### src/sv/rdib_pkg.sv
// Package with the shared types, codes, constants and helper functions of the ray binner.
package rdib_pkg;

	localparam int EXP_TABLE_SIZE = 256;
	localparam int EXP_SPAN = 16;
	localparam logic [63:0] Q30_ONE = 64'd1 << 30;
	// exp(-EXP_SPAN / EXP_TABLE_SIZE) in Q0.30, from the truncated alternating series.
	localparam logic [63:0] EXP_RATIO = 64'd1008687096;
	localparam logic [39:0] ACC_MAX = 40'hFF_FFFF_FFFF;

	localparam logic [1:0] OP_LOAD = 2'd0;
	localparam logic [1:0] OP_RAY = 2'd1;
	localparam logic [1:0] OP_READ = 2'd2;

	localparam logic [2:0] CFG_SMOOTHING_MODE = 3'd0;
	localparam logic [2:0] CFG_POINT_COUNT = 3'd1;
	localparam logic [2:0] CFG_HIT_THRESHOLD = 3'd2;
	localparam logic [2:0] CFG_SMOOTH_THRESHOLD = 3'd3;
	localparam logic [2:0] CFG_KERNEL_GAIN = 3'd4;
	localparam logic [2:0] CFG_KERNEL_INV_WIDTH = 3'd5;

	typedef struct packed {
		logic [1:0] opcode;
		logic [9:0] point_index;
		logic signed [15:0] dir_x;
		logic signed [15:0] dir_y;
		logic signed [15:0] dir_z;
		logic [15:0] ray_energy;
	} in_item_t;

	typedef struct packed {
		logic [9:0] read_index;
		logic [39:0] intensity;
		logic saturated;
	} out_item_t;

	typedef enum logic [4:0] {
		ST_CLEAR, ST_IDLE, ST_READ_RD, ST_READ_OUT, ST_GE, ST_GE2,
		ST_DOT_X, ST_DOT_Y, ST_DOT_Z, ST_DOT_CMP,
		ST_K_SQ, ST_K_U, ST_K_A, ST_K_E, ST_K_D, ST_K_EX, ST_K_M1, ST_K_M2, ST_K_WR,
		ST_DIV_GO, ST_DIV, ST_H_RD, ST_H_ACC, ST_H_WR
	} state_t;

	typedef logic [30:0] exp_tab_t [0:EXP_TABLE_SIZE];

	function automatic exp_tab_t build_exp_tab();
		exp_tab_t t;
		logic [63:0] v;
		v = Q30_ONE;
		t[0] = v[30:0];
		for (int k = 1; k <= EXP_TABLE_SIZE; k++) begin
			v = (v * EXP_RATIO + (64'd1 << 29)) >> 30;
			t[k] = v[30:0];
		end
		return t;
	endfunction

	localparam exp_tab_t EXP_TAB = build_exp_tab();

	// Entry layout: bit 40 is the sticky saturation flag, bits 39:0 the accumulator.
	function automatic logic [40:0] acc_add(input logic [39:0] acc, input logic flag,
			input logic [41:0] amount);
		logic [42:0] sum;
		sum = {3'b000, acc} + {1'b0, amount};
		if (sum > {3'b000, ACC_MAX}) begin
			return {1'b1, ACC_MAX};
		end
		return {flag, sum[39:0]};
	endfunction

endpackage

### src/sv/rdib_div.sv
// Restoring divider that produces one quotient bit per cycle.
module rdib_div import rdib_pkg::*; #(
	parameter int DIVIDEND_W = 24,
	parameter int DIVISOR_W = 11
) (
	input logic clk,
	input logic arst_n,
	input logic start,
	input logic [DIVIDEND_W-1:0] dividend,
	input logic [DIVISOR_W-1:0] divisor,
	output logic busy,
	output logic [DIVIDEND_W-1:0] quotient
);
	localparam int CW = $clog2(DIVIDEND_W + 1);

	logic [CW-1:0] cnt_q;
	logic [DIVIDEND_W-1:0] quo_q;
	logic [DIVISOR_W-1:0] rem_q;
	logic [DIVISOR_W-1:0] dsr_q;
	logic [DIVISOR_W:0] trial;
	logic [DIVISOR_W:0] diff;
	logic fits;

	assign trial = {rem_q, quo_q[DIVIDEND_W-1]};
	assign diff = trial - {1'b0, dsr_q};
	assign fits = trial >= {1'b0, dsr_q};
	assign busy = cnt_q != '0;
	assign quotient = quo_q;

	always_ff @(posedge clk or negedge arst_n) begin
		if (!arst_n) begin
			cnt_q <= '0;
		end else if (start) begin
			cnt_q <= CW'(DIVIDEND_W);
		end else if (busy) begin
			cnt_q <= cnt_q - CW'(1);
		end
	end

	always_ff @(posedge clk) begin
		if (start) begin
			quo_q <= dividend;
			rem_q <= '0;
			dsr_q <= divisor;
		end else if (busy) begin
			quo_q <= {quo_q[DIVIDEND_W-2:0], fits};
			rem_q <= fits ? diff[DIVISOR_W-1:0] : trial[DIVISOR_W-1:0];
		end
	end
endmodule

### config.mk
export PLATFORM = sky130hd
export DESIGN_NAME = rdib_div
export DESIGN_NICKNAME = d
export VERILOG_FILES = /design/src/sv/rdib_pkg.sv /design/src/sv/rdib_div.sv
export SDC_FILE = /design/constraint.sdc
export NUM_CORES = 1
export LEC_CHECK = 0
export BUFFER_PORTS_ARGS = -buffer_cell sky130_fd_sc_hd__buf_4
export CORE_MARGIN = 1.5
export CORE_UTILIZATION = 31
export CTS_BUF_LIST = sky130_fd_sc_hd__clkbuf_8
export DETAILED_ROUTE_END_ITERATION = 7
export HOLD_SLACK_MARGIN = 0.06
export PLACE_DENSITY_LB_ADDON = 0.25
export SYNTH_ARGS = -nofsm -noshare
export SYNTH_HDL_FRONTEND = slang
export SYNTH_SLANG_ARGS = --single-unit
### constraint.sdc
create_clock -name clk -period 2.4 [get_ports clk]
set_input_delay 0.48 -clock clk [delete_from_list [all_inputs] [get_ports clk]]
set_output_delay 0.48 -clock clk [all_outputs]
set_load 0.02 [all_outputs]
Word-level counts from Yosys, hierarchy flattened. Index checks and enable logic that the tools add are counted.

Register bits after elaboration: 51. Input port bits: 38. Output and inout port bits: 25. Word-level logic and storage cells: 14.

Add/sub/neg operators: 2. $lt $le $gt $ge: 1. Multiplexer cells: 5. Reductions and logical operators: 2.

Operator list (count): 2-to-1 mux 24 bit (2); >= comparator 12 x 11 -> 1 bit (1); 2-to-1 mux 11 bit (1); subtractor 11 bit (1); 2-to-1 mux 5 bit (2); nonzero test 5 bit (1); subtractor 5 x 1 -> 5 bit, second input constant (1); nonzero test 2 bit (1).

Depth between registers and ports, before layout.
Depth in word-level cells: 3. Depth in mapped cells: 11. Gate-level depth less buffers: 9.

Worst setup path after synthesis. OpenSTA, ideal clock, no wires.

Path type: register to register. Start: register quo_q[23], in the netlist quotient[23]. End: register rem_q[6]. Setup time: 88 ps. Arrival time: 2444 ps. Required time: 2312 ps. Path slack: -132 ps. Cell stages (with the launch flop): 10. Path buffers: 0. Clock period less this slack: 2532 ps. Cells stage by stage: edfxtp_1 inv_1 ha_1 fa_1 nor2b_4 o31a_1 o31a_1 o21ai_2 or4_1 a311oi_2.

Word-level cells in the longest chain between the ends: 2. Elaborated cells between the ends (all ways): 3. Classes of those cells: add/sub: 1; order compare: 1; mux: 1.

Ends and longest elaborated chain: from (decl) (RTL line rdib_div.sv:17) `logic [DIVIDEND_W-1:0] quo_q;`; from (signal assigned) (RTL line rdib_div.sv:42) `quo_q <= dividend;`; from (signal assigned) (RTL line rdib_div.sv:46) `quo_q <= {quo_q[DIVIDEND_W-2:0], fits};`; subtractor 11 bit / >= comparator 12 x 11 -> 1 bit (equally long branches) (RTL line rdib_div.sv:25, rdib_div.sv:26); 2-to-1 mux 11 bit * (RTL line rdib_div.sv:47) `rem_q <= fits ? diff[DIVISOR_W-1:0] : trial[DIVISOR_W-1:0];`; to (signal assigned) (RTL line rdib_div.sv:47); to (decl) (RTL line rdib_div.sv:18) `logic [DIVISOR_W-1:0] rem_q;`.

Every way passes the cells marked *; elsewhere a longest branch is shown, timed or not. A chain may end at the register's enable or synchronous reset.

Worst setup path after layout.
Start: register dsr_q[0]. End: register rem_q[6].

Word-level cells in the longest chain between the ends: 2. Elaborated cells between the ends (all ways): 3. Classes of those cells: add/sub: 1; order compare: 1; mux: 1.

Ends and longest elaborated chain: from (decl) (RTL line rdib_div.sv:19) `logic [DIVISOR_W-1:0] dsr_q;`; from (signal assigned) (RTL line rdib_div.sv:44) `dsr_q <= divisor;`; subtractor 11 bit / >= comparator 12 x 11 -> 1 bit (equally long branches) (RTL line rdib_div.sv:25, rdib_div.sv:26); 2-to-1 mux 11 bit * (RTL line rdib_div.sv:47).

Marked as above.

==> impl_metrics.toml <==
[placement]
hpwlAfterDp_mm = 4.20
gp_congestion = 0.751
place_ws_ns = -0.0359
port_buffers = 62
dpl-instance-area_sq_um = 3410

[timing]
setup_violations = 0
fin_crit_ns = 2.36
rsz0062_at_grt = "true"
setup_ws_ns = 0.0444
hold_ws_ns = 0.339
maxSlewViolCount = 0
setup-tns-final_ns = 0
finalHoldViolCount = 0
max_slew_margin_pct = 68.6
fin_worst_skew_ns = 0.00750
worst_pin_slew_ns = 0.466
max_freq_ghz = 0.425
post-route-period-util_pct = 98.1

[route]
viasPerCell = 4.88
ant_nets = 0
vias = 2038
avgRoutedWirePerCell_um = 14.2
drtPass1Iterations = 4
route.detailed.drc = 0
drtIter0Drc = 108
wirelength_mm = 5.94

[layout]
diodes = 0
drive_above_1_share_pct = 44.8
area_growth_pct = 33.1
post-route-util_pct = 42.3
fin_nets = 361
design_area_sq_um = 3670

[worst_setup_path]
cp-start-kind = "flop"
cp_max_fo = 6
path_class = "reg -> reg"
reg2reg_depth = 8
end_kind = "flop"
worstPathRequired_ns = 2.63
critPathArrivalTime_ns = 2.58

[synthesis]
synth_top_flop_cell = "edfxtp_1"
yosys.area.top_type = "edfxtp_1"
ys_warn_count = 0
ys_seq_area_share_pct = 50.6
yosys_register_bits = 51
synthesis.instances = 231
netlist_top_cells_area = "edfxtp_1 38%, mux2_2 9.4%, dfxtp_1 8.0%"
synth_area_per_cell_sq_um = 11.9
async_flop_share_pct = 9.80
synth_commonest_cells = "35 x edfxtp_1, 23 x mux2_2, 21 x nor2_1"
synth_area_sq_um = 2760
synth-edff-count = 35
synth.most_common_cell = "edfxtp_1"
synth_top_area_share_pct = 38.1
yosysUniqueCellTypes = 53
syn_nets = 283

[floorplanning]
fp.dieH_um = 97.3
start_util_pct = 31.8
dieArea_sq_um = 9470
pin_count = 63
core.rowCount = 34
coreArea_sq_um = 8680
fp.dieW_um = 97.3

[power]
powerDensity_nw_per_um2 = 603
peakVddDrop_v = 0.000269
p_leak_nw = 1.55

[clock_tree]
cts.path.max_buffers = 2
cts.sinks = 51
cts_made_buffers = 5
cts_tree = "built"
cts_max_level = 2
clock_latency_ns = 0.31
clkTransAtPathRegs_ns = 0.10
cts_root_buffer = "clkbuf_8"

[flow_run]
maxCapViolCount = 0

[global_routing]
gr-total-overflow = 0
grt_pass1_wl_mm = 9.94
grt_pass1_vias = 2052
grt_max_degree = 32
grtUsageTotal_pct = 13.0
antenna_found_initial = 0

[worst_hold_path]
worst_hold_path_type = "in -> reg"
whs_path_depth = 1

[outcome]
status = "finished clean"
==> worst max-delay path, cell delays in order (launching register included) <==
cell	delay, ns
edfxtp_1	0.43
ha_4	0.19
fa_2	0.37
nor2b_4	0.12
o31a_1	0.14
o31a_1	0.20
o21ai_4	0.12
or4_4	0.43
a311oi_2	0.27
==> placed cells by master, fill, tap and decap left out, types with 2 or more instances in the layout <==
cell type	count
a211oi_1	3
a211oi_2	3
a21oi_1	7
a311oi_2	4
buf_4	74
buf_6	6
clkbuf_8	5
dfrtp_1	5
dfxtp_1	11
edfxtp_1	35
ha_1	11
ha_4	2
inv_1	15
inv_2	2
mux2_2	23
mux2i_1	5
nand2_1	9
nand2_2	4
nand3_1	3
nand3b_1	3
nor2_1	21
nor3_1	3
nor4_1	2
o211ai_1	2
o21a_1	5
o21ai_0	4
o21bai_1	2
o31a_1	3
or3_1	2
or4_4	2
xnor2_1	5
==> sequential cells by signal, indices dropped and copies added, names as in the netlist <==
register,flops
cnt_q,5
dsr_q,11
quotient,24
rem_q,11
==> metal layers <==
layer	track usage (%)	share of wire [%]	vias to the layer above
met5	0	0	-
met4	3.85	1.5	0
met3	3.09	2.9	8
met1	16.9	46	973
met2	21.4	50	31
li1	-	-	1026
==> where the power goes <==
group	total [mW]	leakage, nW	switching (mW)	internal (mW)
logic	0.502	0.986	0.242	0.259
registers	1.08	0.510	0.0507	1.03
clock network	0.632	0.0548	0.318	0.315
total	2.21	1.55	0.611	1.60
==> repair_timing <==
item,in CTS,in global routing
hold buffers,1,0
pin swaps,10,13
hold endpoints to repair,5,0
endpoints found under the setup margin,4,9
buffers inserted,3,3
gates resized for setup,6,13
==> area by class of cell <==
class | count | area, sq um
fillers | 850 | 5010
flip-flops and latches | 51 | 1400
multi-input cells | 152 | 1310
repair buffers | 82 | 653
well taps | 108 | 135
clock buffers | 5 | 68.8
inverters | 17 | 63.8
clock inverters | 3 | 46.3
==> logic make-up after synthesis <==
family                   synth area share, %
flip-flops                              50.6
AND/OR/NAND/NOR                         11.4
AO/OA/AOI/OAI                           13.4
buffers and inverters                   4.76
multiplexers                            11.6
adder cells (fa/ha/maj)                 6.62
XOR/XNOR                                1.59
==> metrics by stage <==
stage / power (mW) / cells
final: 2.21 / 418
after floorplan: 1.38 / 231
after global routing: 2.33 / 418
after detailed placement: 1.57 / 403
after CTS: 2.21 / 415
after global placement: 1.56 / 403
==> worst paths after layout <==
check | from | end | slack, ns
max in group asynchronous | arst_n | cnt_q[1] | 1.80
worst min-delay path | divisor[9] | dsr_q[9] | 0.34
worst max-delay path | dsr_q[0] | rem_q[6] | 0.04
worst max register to register | dsr_q[0] | rem_q[6] | 0.04
min in group asynchronous | arst_n | cnt_q[2] | 0.49
worst min register to register | rem_q[5] | rem_q[6] | 0.53
No activity file was read; power rests on OpenSTA's default activity.
