`src/sv/rdib_ram.sv`:
```
// Generic single write port, single read port RAM with registered read data.
module rdib_ram #(
	parameter int WIDTH = 8,
	parameter int DEPTH = 16
) (
	input logic clk,
	input logic we,
	input logic [$clog2(DEPTH)-1:0] waddr,
	input logic [WIDTH-1:0] wdata,
	input logic re,
	input logic [$clog2(DEPTH)-1:0] raddr,
	output logic [WIDTH-1:0] rdata
);
	logic [WIDTH-1:0] mem_q [0:DEPTH-1];

	always_ff @(posedge clk) begin
		if (we) begin
			mem_q[waddr] <= wdata;
		end
		if (re) begin
			rdata <= mem_q[raddr];
		end
	end
endmodule

```
`config.mk`:
```
export PLATFORM = sky130hd
export DESIGN_NAME = rdib_ram
export DESIGN_NICKNAME = d
export VERILOG_FILES = /design/src/sv/rdib_ram.sv
export SDC_FILE = /design/constraint.sdc
export NUM_CORES = 1
export LEC_CHECK = 0
export BUFFER_PORTS_ARGS = -buffer_cell sky130_fd_sc_hd__clkbuf_2
export CORE_MARGIN = 3
export CORE_UTILIZATION = 54
export CTS_CLUSTER_DIAMETER = 120
export DETAILED_ROUTE_END_ITERATION = 7
export PLACE_DENSITY = 0.76
export SETUP_SLACK_MARGIN = 0.3
export SLEW_MARGIN = 20
export SYNTH_ARGS = -nofsm -noshare
export SYNTH_HDL_FRONTEND = slang
export SYNTH_SLANG_ARGS = --single-unit
```
`constraint.sdc`:
```
create_clock -name clk -period 1.66 [get_ports clk]
set_input_delay 0.166 -clock clk [delete_from_list [all_inputs] [get_ports clk]]
set_output_delay 0.166 -clock clk [all_outputs]
set_load 0.01 [all_outputs]
```
# == After elaboration in Yosys (flattened, before gate mapping) ==
# Memory sizes are Yosys's and may differ from the RTL's. A register that Yosys moved wholly into a read port is not among the register bits.
# Cells that the tools add are included.
# Widths: inputs -> output; s select.
# op_classes
muxes,2
# op_table
cell,n
$mux 1,2
# word_totals
ff_bits,0
ramBits,128
in_bits,19
out_inout_bits,8
wordCells,3
n_memories,1
# memory_table
name,depth,word_bits,read_ports,rd_ports_with_merged_regs,wr,line,text
mem_q,16,8,1,1,1,14,logic [WIDTH-1:0] mem_q [0:DEPTH-1];

# == Longest topological paths before layout ==
# Gate-level depths: netlist of the first run.
# logic_depth
depth_word,2
depth_mapped,5
depth_no_buf,3

# == Least setup slack after synthesis of the first run ==
# OpenSTA, ideal clock, no wires.
# synth_timing
kind,input to register
from,input port waddr[2]
to,"memory mem_q[0][0], enable pin"
setup_time_ns,0.383
t_arrival_ns,1.276
required_ns,1.277
setup_slack_ns,0.001
stages,2
path_buffers,0
cell_sequence,or3b_2 -> nor3_1
# synth_rtl
item,line,text
from (decl),8,"input logic [$clog2(DEPTH)-1:0] waddr,"
to (decl),14,
# No word-level cell before the write port.

==> results.py, run 1 <==
metrics = {
    "placement": {
        "portBuffers": 26,
        "dp_slack_ps": -69.02,
        "gp_congestion": 0.7529,
        "dp_hpwl_um": 6107,
    },
    "timing": {
        "hold_viol": 0,
        "setup-tns-final_ps": 0,
        "final.min_clock_period_ps": 1406,
        "relSlewSlack": 0.6794,
        "fin_crit_sh": 0.8472,
        "rsz0062_at_grt": "true",
        "final_max_slew_viol_count": 0,
        "fmax_ghz": 0.7111,
        "worst_slew_pin_slew_ps": 480.9,
        "setup-violations-final": 0,
        "timing.final.ws_setup_ps": 253.7,
        "fin_skew_ps": 7.058,
    },
    "pwr": {
        "power.total_w": 0.007715,
        "power.density_mw_per_mm2": 1248,
        "peakVddDrop_v": 0.0008827,
        "leakage_nw": 2.054,
    },
    "logic_synthesis": {
        "synth_top_family_by_area": "multiplexers",
        "yosysSeqAreaShare": 0.7812,
        "synth_compound_area_frac": 0.02298,
        "synth_top_area_frac": 0.7812,
        "synth_cell_types": 18,
        "synthTopCellsByArea": "edfxtp_1, mux4_2, mux4_1",
        "netlist_area_mm2": 0.005228,
        "yosys.area_share.simple": 0.03135,
        "synthMuxAreaShare": 0.1479,
        "synthCells": 229,
        "yosysTopAreaCell": "edfxtp_1",
        "ys_seq_elements": 136,
        "syn_avg_cell_area_um2": 22.83,
        "ys_warn_count": 0,
        "syn_nets": 248,
        "synth-xor-area-share": 0,
        "synthAdderAreaFrac": 0,
    },
    "worst_setup_path": {
        "cp-end-kind": "flop",
        "critPathBufInv": 0,
        "cp_slowest_cell": "mux4_2",
        "critical_path_required_ps": 1900,
        "max_stage_delay_ps": 510,
        "crit_family": "multiplexers",
        "arrival_ps": 1650,
        "cp-start-kind": "flop",
        "crit_type": "reg2reg",
        "path_cells": "mux4_2 -> a22oi_2 -> nand2_1",
        "path_max_fanout": 1,
    },
    "route": {
        "dr.first_iter.drc_count": 202,
        "routed_wl_um": 9889,
        "dr.pass1.iters": 4,
        "num_vias": 2515,
        "wl_per_cell_um": 23.11,
        "ant_nets": 0,
        "drcViolationCount": 0,
        "via_per_inst": 5.876,
    },
    "global_routing": {
        "antenna_found_initial": 0,
        "grt_pass1_wl_um": 15710,
        "first_global_vias": 2685,
        "track_usage": 0.1982,
        "grt-ovfl-total": 0,
        "grt_start_max_net_pins": 33,
    },
    "die": {
        "start_util": 0.5604,
        "row_count": 35,
        "die_h_um": 104.4,
        "die_w_um": 104.4,
        "coreArea_mm2": 0.009328,
        "fp.dieArea_mm2": 0.01090,
        "ioPinCount": 27,
    },
    "run": {
        "cap_violations": 0,
    },
    "clock_network": {
        "htreeDepth": 4,
        "cts_setup_buffers": 0,
        "cts_buffers": 17,
        "cts_sinks": 136,
        "insertion_delay_ps": 510,
        "clock-root-buffer": "clkbuf_8",
        "cts_tree": "yes",
        "cts_hold_buf": 0,
        "clock_path_buffers": 2,
        "clkSlewWorstSetupHoldPaths_ps": 60,
    },
    "status": {
        "outcome": "complete, no violations",
    },
    "finish": {
        "nNetsFinal": 306,
        "area_growth_pct": 18.26,
        "antennaDiodeCount": 0,
        "drive_gt1_frac": 0.4047,
    },
    "min_path": {
        "min_path_type": "in2reg",
    },
}
-- flip-flops by register name, indices dropped and copies added (netlist names) --
| register | cells |
|---|---|
| mem_q | 128 |
| rdata | 8 |
-- cells by family (layout without fill, tap and decap cells) --
family	after synthesis	after routing
buf+inv	10	80
flops	136	136
mux	32	32
simple gates	35	35
compound gates	16	16
-- timing repair --
| action | in CTS | in global routing |
|---|---|---|
| pin swaps | 1 | 0 |
| gates resized for setup | 9 | 2 |
| endpoints found under the setup margin | 8 | 8 |
-- worst register-to-register path: cells and delay by family (launching register included) --
kind	cells	cell delay (ps)
compound gates	1	170
flops	1	370
mux	1	510
simple gates	1	100
-- cells in the final DEF, fill, tap and decap left out, types with 2 or more instances in the layout --
master      instances
edfxtp_1          136
mux4_2             32
clkbuf_2           26
buf_4              21
clkbuf_16          16
nor2_1             13
a22oi_2            10
nand2_1             9
a22oi_1             6
nor3_1              3
clkinvlp_4          3
clkinv_2            3
nand3b_1            2
nand2b_1            2
clkinv_1            2
clkinv_4            2
bufinv_16           2
buf_12              2
-- worst paths after layout --
kind / start / endpoint / slack, ps / depth (start not counted)
setup / recovery: mem_q[7][4] / rdata[4] / 250 / 3
hold / removal: wdata[3] / mem_q[9][3] / 80 / 1
setup reg to reg: mem_q[7][4] / rdata[4] / 250 / 3
hold reg to reg: mem_q[15][0] / rdata[0] / 750 / 3
-- final cells by class --
class	instances	area, um2
clock buffers	18	417.9
clock inverters	13	131.4
fillers	598	3146
multi-input cells	83	1060
flip-flops and latches	136	4084
well taps	129	161.4
repair buffers	49	327.8
-- per-layer routing --
layer | wire, um | GRT usage | vias up
met2 | 4982 | 0.3123 | 106
met3 | 866 | 0.05711 | 14
li1 | - | - | 1083
met5 | 0 | 0 | -
met4 | 147 | 0.07502 | 0
met1 | 3893 | 0.2658 | 1312
-- power breakdown --
| part | internal (W) | switching [W] | leakage (nW) |
|---|---|---|---|
| sequential | 0.00387 | 0.0000234 | 1.24 |
| clock | 0.00211 | 0.00132 | 0.262 |
| combinational | 0.000166 | 0.000217 | 0.556 |
| total | 0.00615 | 0.00157 | 2.05 |
-- synth_stat cells (all sizes together) --
cell type and n:
edfxtp 136, mux4 32, a22oi 16, nor2 13, nand2 9, buf 7
nor3 4, clkdlybuf4s25 3, nand2b 2, nand3b 2, and2 1, and2b 1
nand3 1, nor2b 1, or3b 1
-- through the flow --
step           hold WS (ps)  std cells  instance area [um2]  utilization
2_1_floorplan         264.9        229                 5218            -
3_3_place_gp          571.5        397                 5587       0.5989
3_5_place_dp          585.3        397                 5587       0.5989
4_1_cts               70.66        428                 6172       0.6617
5_1_grt               81.00        428                 6182       0.6628
6_report              81.87        428                 6182       0.6628
Power figures use the tool's default switching activity.
==> inputs of run 2 (changes only) <==
- clock period: 1.66 -> 1.2 ns (I/O delays scaled with it)
==> results.py, run 2 (synthesis gave the netlist of run 1 again) <==
metrics = {
    "run": {
        "cap_violations": 0,
    },
    "worst_setup_path": {
        "worst_r2r_path_depth": 3,
        "cp-end-kind": "flop",
        "crit_type": "reg2reg",
        "critical_path_required_ps": 1460,
        "path_max_fanout": 1,
        "cp-start-kind": "flop",
        "arrival_ps": 1690,
    },
    "timing": {
        "worst_slew_pin_slew_ps": 906.4,
        "relSlewSlack": 0.3945,
        "hold_viol": 0,
        "fmax_ghz": 0.7008,
        "final_max_slew_viol_count": 0,
        "setup-tns-final_ps": -1536,
        "fin_crit_sh": 1.189,
        "rsz0062_at_grt": "true",
        "setup-violations-final": 9,
        "final.min_clock_period_ps": 1427,
        "timing.final.ws_setup_ps": -226.8,
        "fin_skew_ps": 4.962,
    },
    "route": {
        "ant_nets": 0,
        "route.met3.wl_um": 608,
        "num_vias": 2502,
        "wl_met2_um": 5630,
        "wl_per_cell_um": 24.03,
        "top_layer": "met4",
        "dr.first_iter.drc_count": 193,
        "dr.pass1.iters": 4,
        "drcViolationCount": 0,
        "m1WireLength_um": 3911,
        "routed_wl_um": 10290,
        "via_per_inst": 5.846,
    },
    "global_routing": {
        "first_global_vias": 2629,
        "grt_start_max_net_pins": 20,
        "antenna_found_initial": 0,
        "grt-ovfl-total": 0,
        "track_usage": 0.2114,
        "grt_pass1_wl_um": 16100,
    },
    "placement": {
        "dp_hpwl_um": 6367,
        "place_area_mm2": 0.005924,
        "placedCellCount": 398,
        "gp_congestion": 0.7268,
        "portBuffers": 26,
    },
    "die": {
        "row_count": 35,
        "start_util": 0.5604,
        "ioPinCount": 27,
        "fp.dieArea_mm2": 0.01090,
        "die_w_um": 104.4,
        "coreArea_mm2": 0.009328,
        "die_h_um": 104.4,
    },
    "finish": {
        "area_growth_pct": 26.50,
        "antennaDiodeCount": 0,
        "post-route-cell-area_mm2": 0.006613,
        "largest_reg_flops": 128,
        "fin_cells": 428,
        "most-common-layout-cells": "edfxtp_1, mux4_2, clkbuf_2",
        "reg_top3": "mem_q x128, rdata x8",
        "drive_gt1_frac": 0.4716,
        "nNetsFinal": 307,
        "top_register": "mem_q",
        "layout_commonest_cell": "edfxtp_1",
        "post-route-util": 0.7089,
    },
    "pwr": {
        "peakVddDrop_v": 0.0008091,
        "leakage_nw": 2.174,
        "power.density_mw_per_mm2": 1759,
    },
    "status": {
        "violations": "negative setup slack",
        "outcome": "finished, violations left",
    },
    "clock_network": {
        "cts_sinks": 136,
        "clock-root-buffer": "clkbuf_8",
        "cts_buffers": 17,
        "cts_tree": "yes",
        "cts_hold_buf": 0,
        "htreeDepth": 4,
        "clock_path_buffers": 2,
        "clkSlewWorstSetupHoldPaths_ps": 60,
        "insertion_delay_ps": 520,
    },
    "min_path": {
        "min_path_cells": 1,
        "min_path_type": "in2reg",
    },
}
-- run 2: layer usage --
| layer | up-vias | track usage |
|---|---|---|
| li1 | 1083 | - |
| met2 | 92 | 0.3441 |
| met5 | - | 0 |
| met4 | 0 | 0.06268 |
| met3 | 12 | 0.06021 |
| met1 | 1315 | 0.2813 |
-- run 2: path summary, 6_finish.rpt --
check,from,to,slack [ps]
setup / recovery,mem_q[0][6],rdata[6],-230
hold / removal,wdata[6],mem_q[6][6],10
setup reg to reg,mem_q[0][6],rdata[6],-230
hold reg to reg,mem_q[4][4],rdata[4],760
-- run 2: area by class of cell --
class	instances	area (um2)
clock buffer	17	414.1
clock inverter	13	227.7
fill	527	2715
multi-input combinational	83	1215
sequential	136	4084
tap	129	161.4
timing repair buffer	50	510.5
-- run 2: stage by stage --
stage               setup slack (ps)  hold WS, ps  total power [W]
floorplan                     -120.4        218.9         0.005810
global placement              -431.8        525.4         0.006060
detailed placement            -493.6        552.1         0.006084
CTS                           -252.3        1.633          0.01170
global route                  -257.8        9.669          0.01200
finish                        -226.8        11.82          0.01163
-- run 2: what timing repair did --
action,4_1_cts,5_1_grt
buffers inserted,0,0
endpoints found under the hold margin,0,0
pin swaps,1,4
gates resized for setup,3,11
setup endpoints to repair,16,16
-- run 2: power by group --
part,switching [W],total [W],internal [W]
Sequential,0.0000335,0.00539,0.00535
Clock,0.00186,0.00563,0.00376
Combinational,0.000343,0.000620,0.000278
-- run 2: worst max-delay path, stage by stage (launching register included) --
cell and delay (ps):
edfxtp_1 410, mux4_2 490, a22oi_2 200, nand2_1 80
==> inputs of run 3 (changes only) <==
- ABC_AREA: not set -> 1
- CORE_ASPECT_RATIO: not set -> 0.5
- CORE_UTILIZATION: 54 -> 55
- PLACE_DENSITY: 0.76 -> 0.77
==> results.py, run 3 <==
metrics = {
    "status": {
        "outcome": "complete, no violations",
    },
    "die": {
        "fp.dieArea_mm2": 0.01198,
        "start_util": 0.5915,
        "die_w_um": 151.8,
        "row_count": 25,
        "coreArea_mm2": 0.009884,
        "ioPinCount": 27,
        "die_h_um": 78.91,
    },
    "finish": {
        "nNetsFinal": 616,
        "largest_reg_flops": 128,
        "area_growth_pct": 20.84,
        "fin_cells": 745,
        "antennaDiodeCount": 0,
        "layout_commonest_cell": "nand2_1",
        "top_register": "mem_q",
        "drive_gt1_frac": 0.2344,
        "reg_top3": "mem_q x128, rdata x8",
        "post-route-util": 0.7148,
        "most-common-layout-cells": "nand2_1, edfxtp_1, inv_1",
        "fillers": 639,
    },
    "clock_network": {
        "insertion_delay_ps": 420,
        "clock_path_buffers": 2,
        "cts_sinks": 136,
        "cts_buffers": 17,
        "clkSlewWorstSetupHoldPaths_ps": 60,
        "clock-root-buffer": "clkbuf_16",
        "cts_tree": "yes",
        "cts_setup_buffers": 0,
        "cts_hold_buf": 0,
        "htreeDepth": 4,
    },
    "logic_synthesis": {
        "syn_nets": 570,
        "ys_warn_count": 0,
        "synth_edf_count": 136,
        "synth_top_area_frac": 0.6985,
        "synth_top_cells_by_count": "nand2_1, edfxtp_1, inv_1, nand3_1, nor2_1",
        "synthTopCellsByArea": "edfxtp_1, nand2_1, nand3_1",
        "syn_avg_cell_area_um2": 10.61,
        "yosysMostFrequentCell": "nand2_1",
        "synthCells": 551,
        "synth_flop_cell": "edfxtp_1",
        "async_reset_ff_frac": 0,
        "yosysSeqAreaShare": 0.6985,
        "ys_seq_elements": 136,
        "netlist_area_mm2": 0.005847,
        "synth_cell_types": 11,
        "yosysTopAreaCell": "edfxtp_1",
    },
    "route": {
        "ant_nets": 0,
        "num_vias": 4138,
        "dr.pass1.iters": 5,
        "drcViolationCount": 0,
        "dr.first_iter.drc_count": 450,
        "routed_wl_um": 14090,
        "via_per_inst": 5.554,
        "wl_per_cell_um": 18.91,
    },
    "worst_setup_path": {
        "r2r-end": "rdata[2]",
        "crit_type": "reg2out",
        "max_stage_delay_ps": 440,
        "path_depth": 1,
        "rrSetupSlack_ps": 60,
        "cp-start-kind": "flop",
        "cp_slowest_cell": "edfxtp_1",
        "path_cells": "clkbuf_2",
        "arrival_ps": 1030,
        "startpoint": "rdata[7]",
        "critical_path_required_ps": 1080,
        "crit_family": "flip-flops",
        "critPathBufInv": 1,
        "r2r-start": "mem_q[5][2]",
        "cp-end-kind": "primary output",
        "worst_r2r_path_depth": 6,
        "path_max_fanout": 1,
        "cp-endpoint": "rdata[7]",
    },
    "placement": {
        "portBuffers": 26,
        "placedCellCount": 713,
        "dp_hpwl_um": 8461,
        "gp_congestion": 0.8514,
    },
    "run": {
        "cap_violations": 0,
    },
    "global_routing": {
        "grt_pass1_wl_um": 22250,
        "grt-ovfl-total": 0,
        "grt_start_max_net_pins": 33,
        "antenna_found_initial": 0,
        "track_usage": 0.2500,
        "first_global_vias": 4044,
    },
    "timing": {
        "final_max_slew_viol_count": 0,
        "fin_crit_sh": 0.9546,
        "hold_viol": 0,
        "fin_skew_ps": 7.112,
        "worst_slew_pin_slew_ps": 633.7,
        "hold_ws_ps": 107.1,
        "rsz0062_at_grt": "true",
        "setup-tns-final_ps": 0,
        "setup-violations-final": 0,
        "fmax_ghz": 0.8729,
        "relSlewSlack": 0.5769,
        "final.min_clock_period_ps": 1146,
    },
    "pwr": {
        "leakage_nw": 3.048,
        "peakVddDrop_v": 0.001112,
        "clockPowerShare": 0.454,
        "sw_frac_of_total": 0.2192,
        "p_comb_frac": 0.068,
        "power.density_mw_per_mm2": 1597,
        "p_seq_frac": 0.477,
        "power.switching_w": 0.002474,
        "intPower_w": 0.008812,
    },
    "min_path": {
        "min_path_type": "in2reg",
    },
}
[run 3: cell types whose count changed after synthesis, moves of 4 or more]
cell,delta
nor2_1,+4
nand2_1,+164
inv_1,+100
nand3_1,+96
a22oi_1,-16
mux4_1,-14
nor3_1,-4
mux4_2,-18
buf_2,+10
[run 3: cells by family after synthesis]
group,Yosys count,share of synthesized area
simple gates,289,0.2076
flops,136,0.6985
buf+inv,126,0.09394
[run 3: layout make-up]
type,count,area (um2),share of cell area
repair buffers,51,374.1,0.05295
clock buffers,17,425.4,0.06021
inverters,102,382.9,0.05419
clock inverters,15,158.9,0.02249
multi-input cells,289,1471,0.2083
well taps,135,168.9,0.02391
flip-flops and latches,136,4084,0.5780
[run 3: stage by stage]
step / setup WS [ps] / area (um2) / total power [W]
global route: 18.87 / 7066 / 0.01159
CTS: 57.24 / 7042 / 0.01129
floorplan: 206.4 / 5944 / 0.005894
finish: 54.43 / 7066 / 0.01129
detailed placement: -177.1 / 6267 / 0.006165
global placement: -138.6 / 6267 / 0.006148
[run 3: how the worst min path moves through the flow]
stage,startpoint,slack (ps),endpoint,depth (start not counted)
after floorplan,wdata[0],220,mem_q[0][0],0
after global placement,re,530,rdata[0],1
after detailed placement,re,520,rdata[1],1
after CTS,re,90,rdata[7],1
after global routing,re,100,rdata[7],1
final,re,110,rdata[7],1
[run 3: what timing repair did]
action / in CTS / in global routing
gates resized for setup: 40 / 7
pin swaps: 27 / 2
endpoints found under the setup margin: 16 / 16
[run 3: routing by layer]
layer  wire length [um]  part of all wire  up-vias  track usage
met3               1483              0.11       42      0.05770
met2               6427              0.46      239       0.3925
li1                   -                 -     1880            -
met5                  0                 0        -            0
met1               5716              0.41     1977       0.3376
met4                461             0.033        0       0.1166
[run 3: power groups by stage]
stage,logic [W],registers [W],clock network [W]
floorplan,0.000407,0.00549,0
global placement,0.000666,0.00548,0
detailed placement,0.000681,0.00548,0
CTS,0.000746,0.00539,0.00516
global route,0.000838,0.00540,0.00535
finish,0.000769,0.00539,0.00513
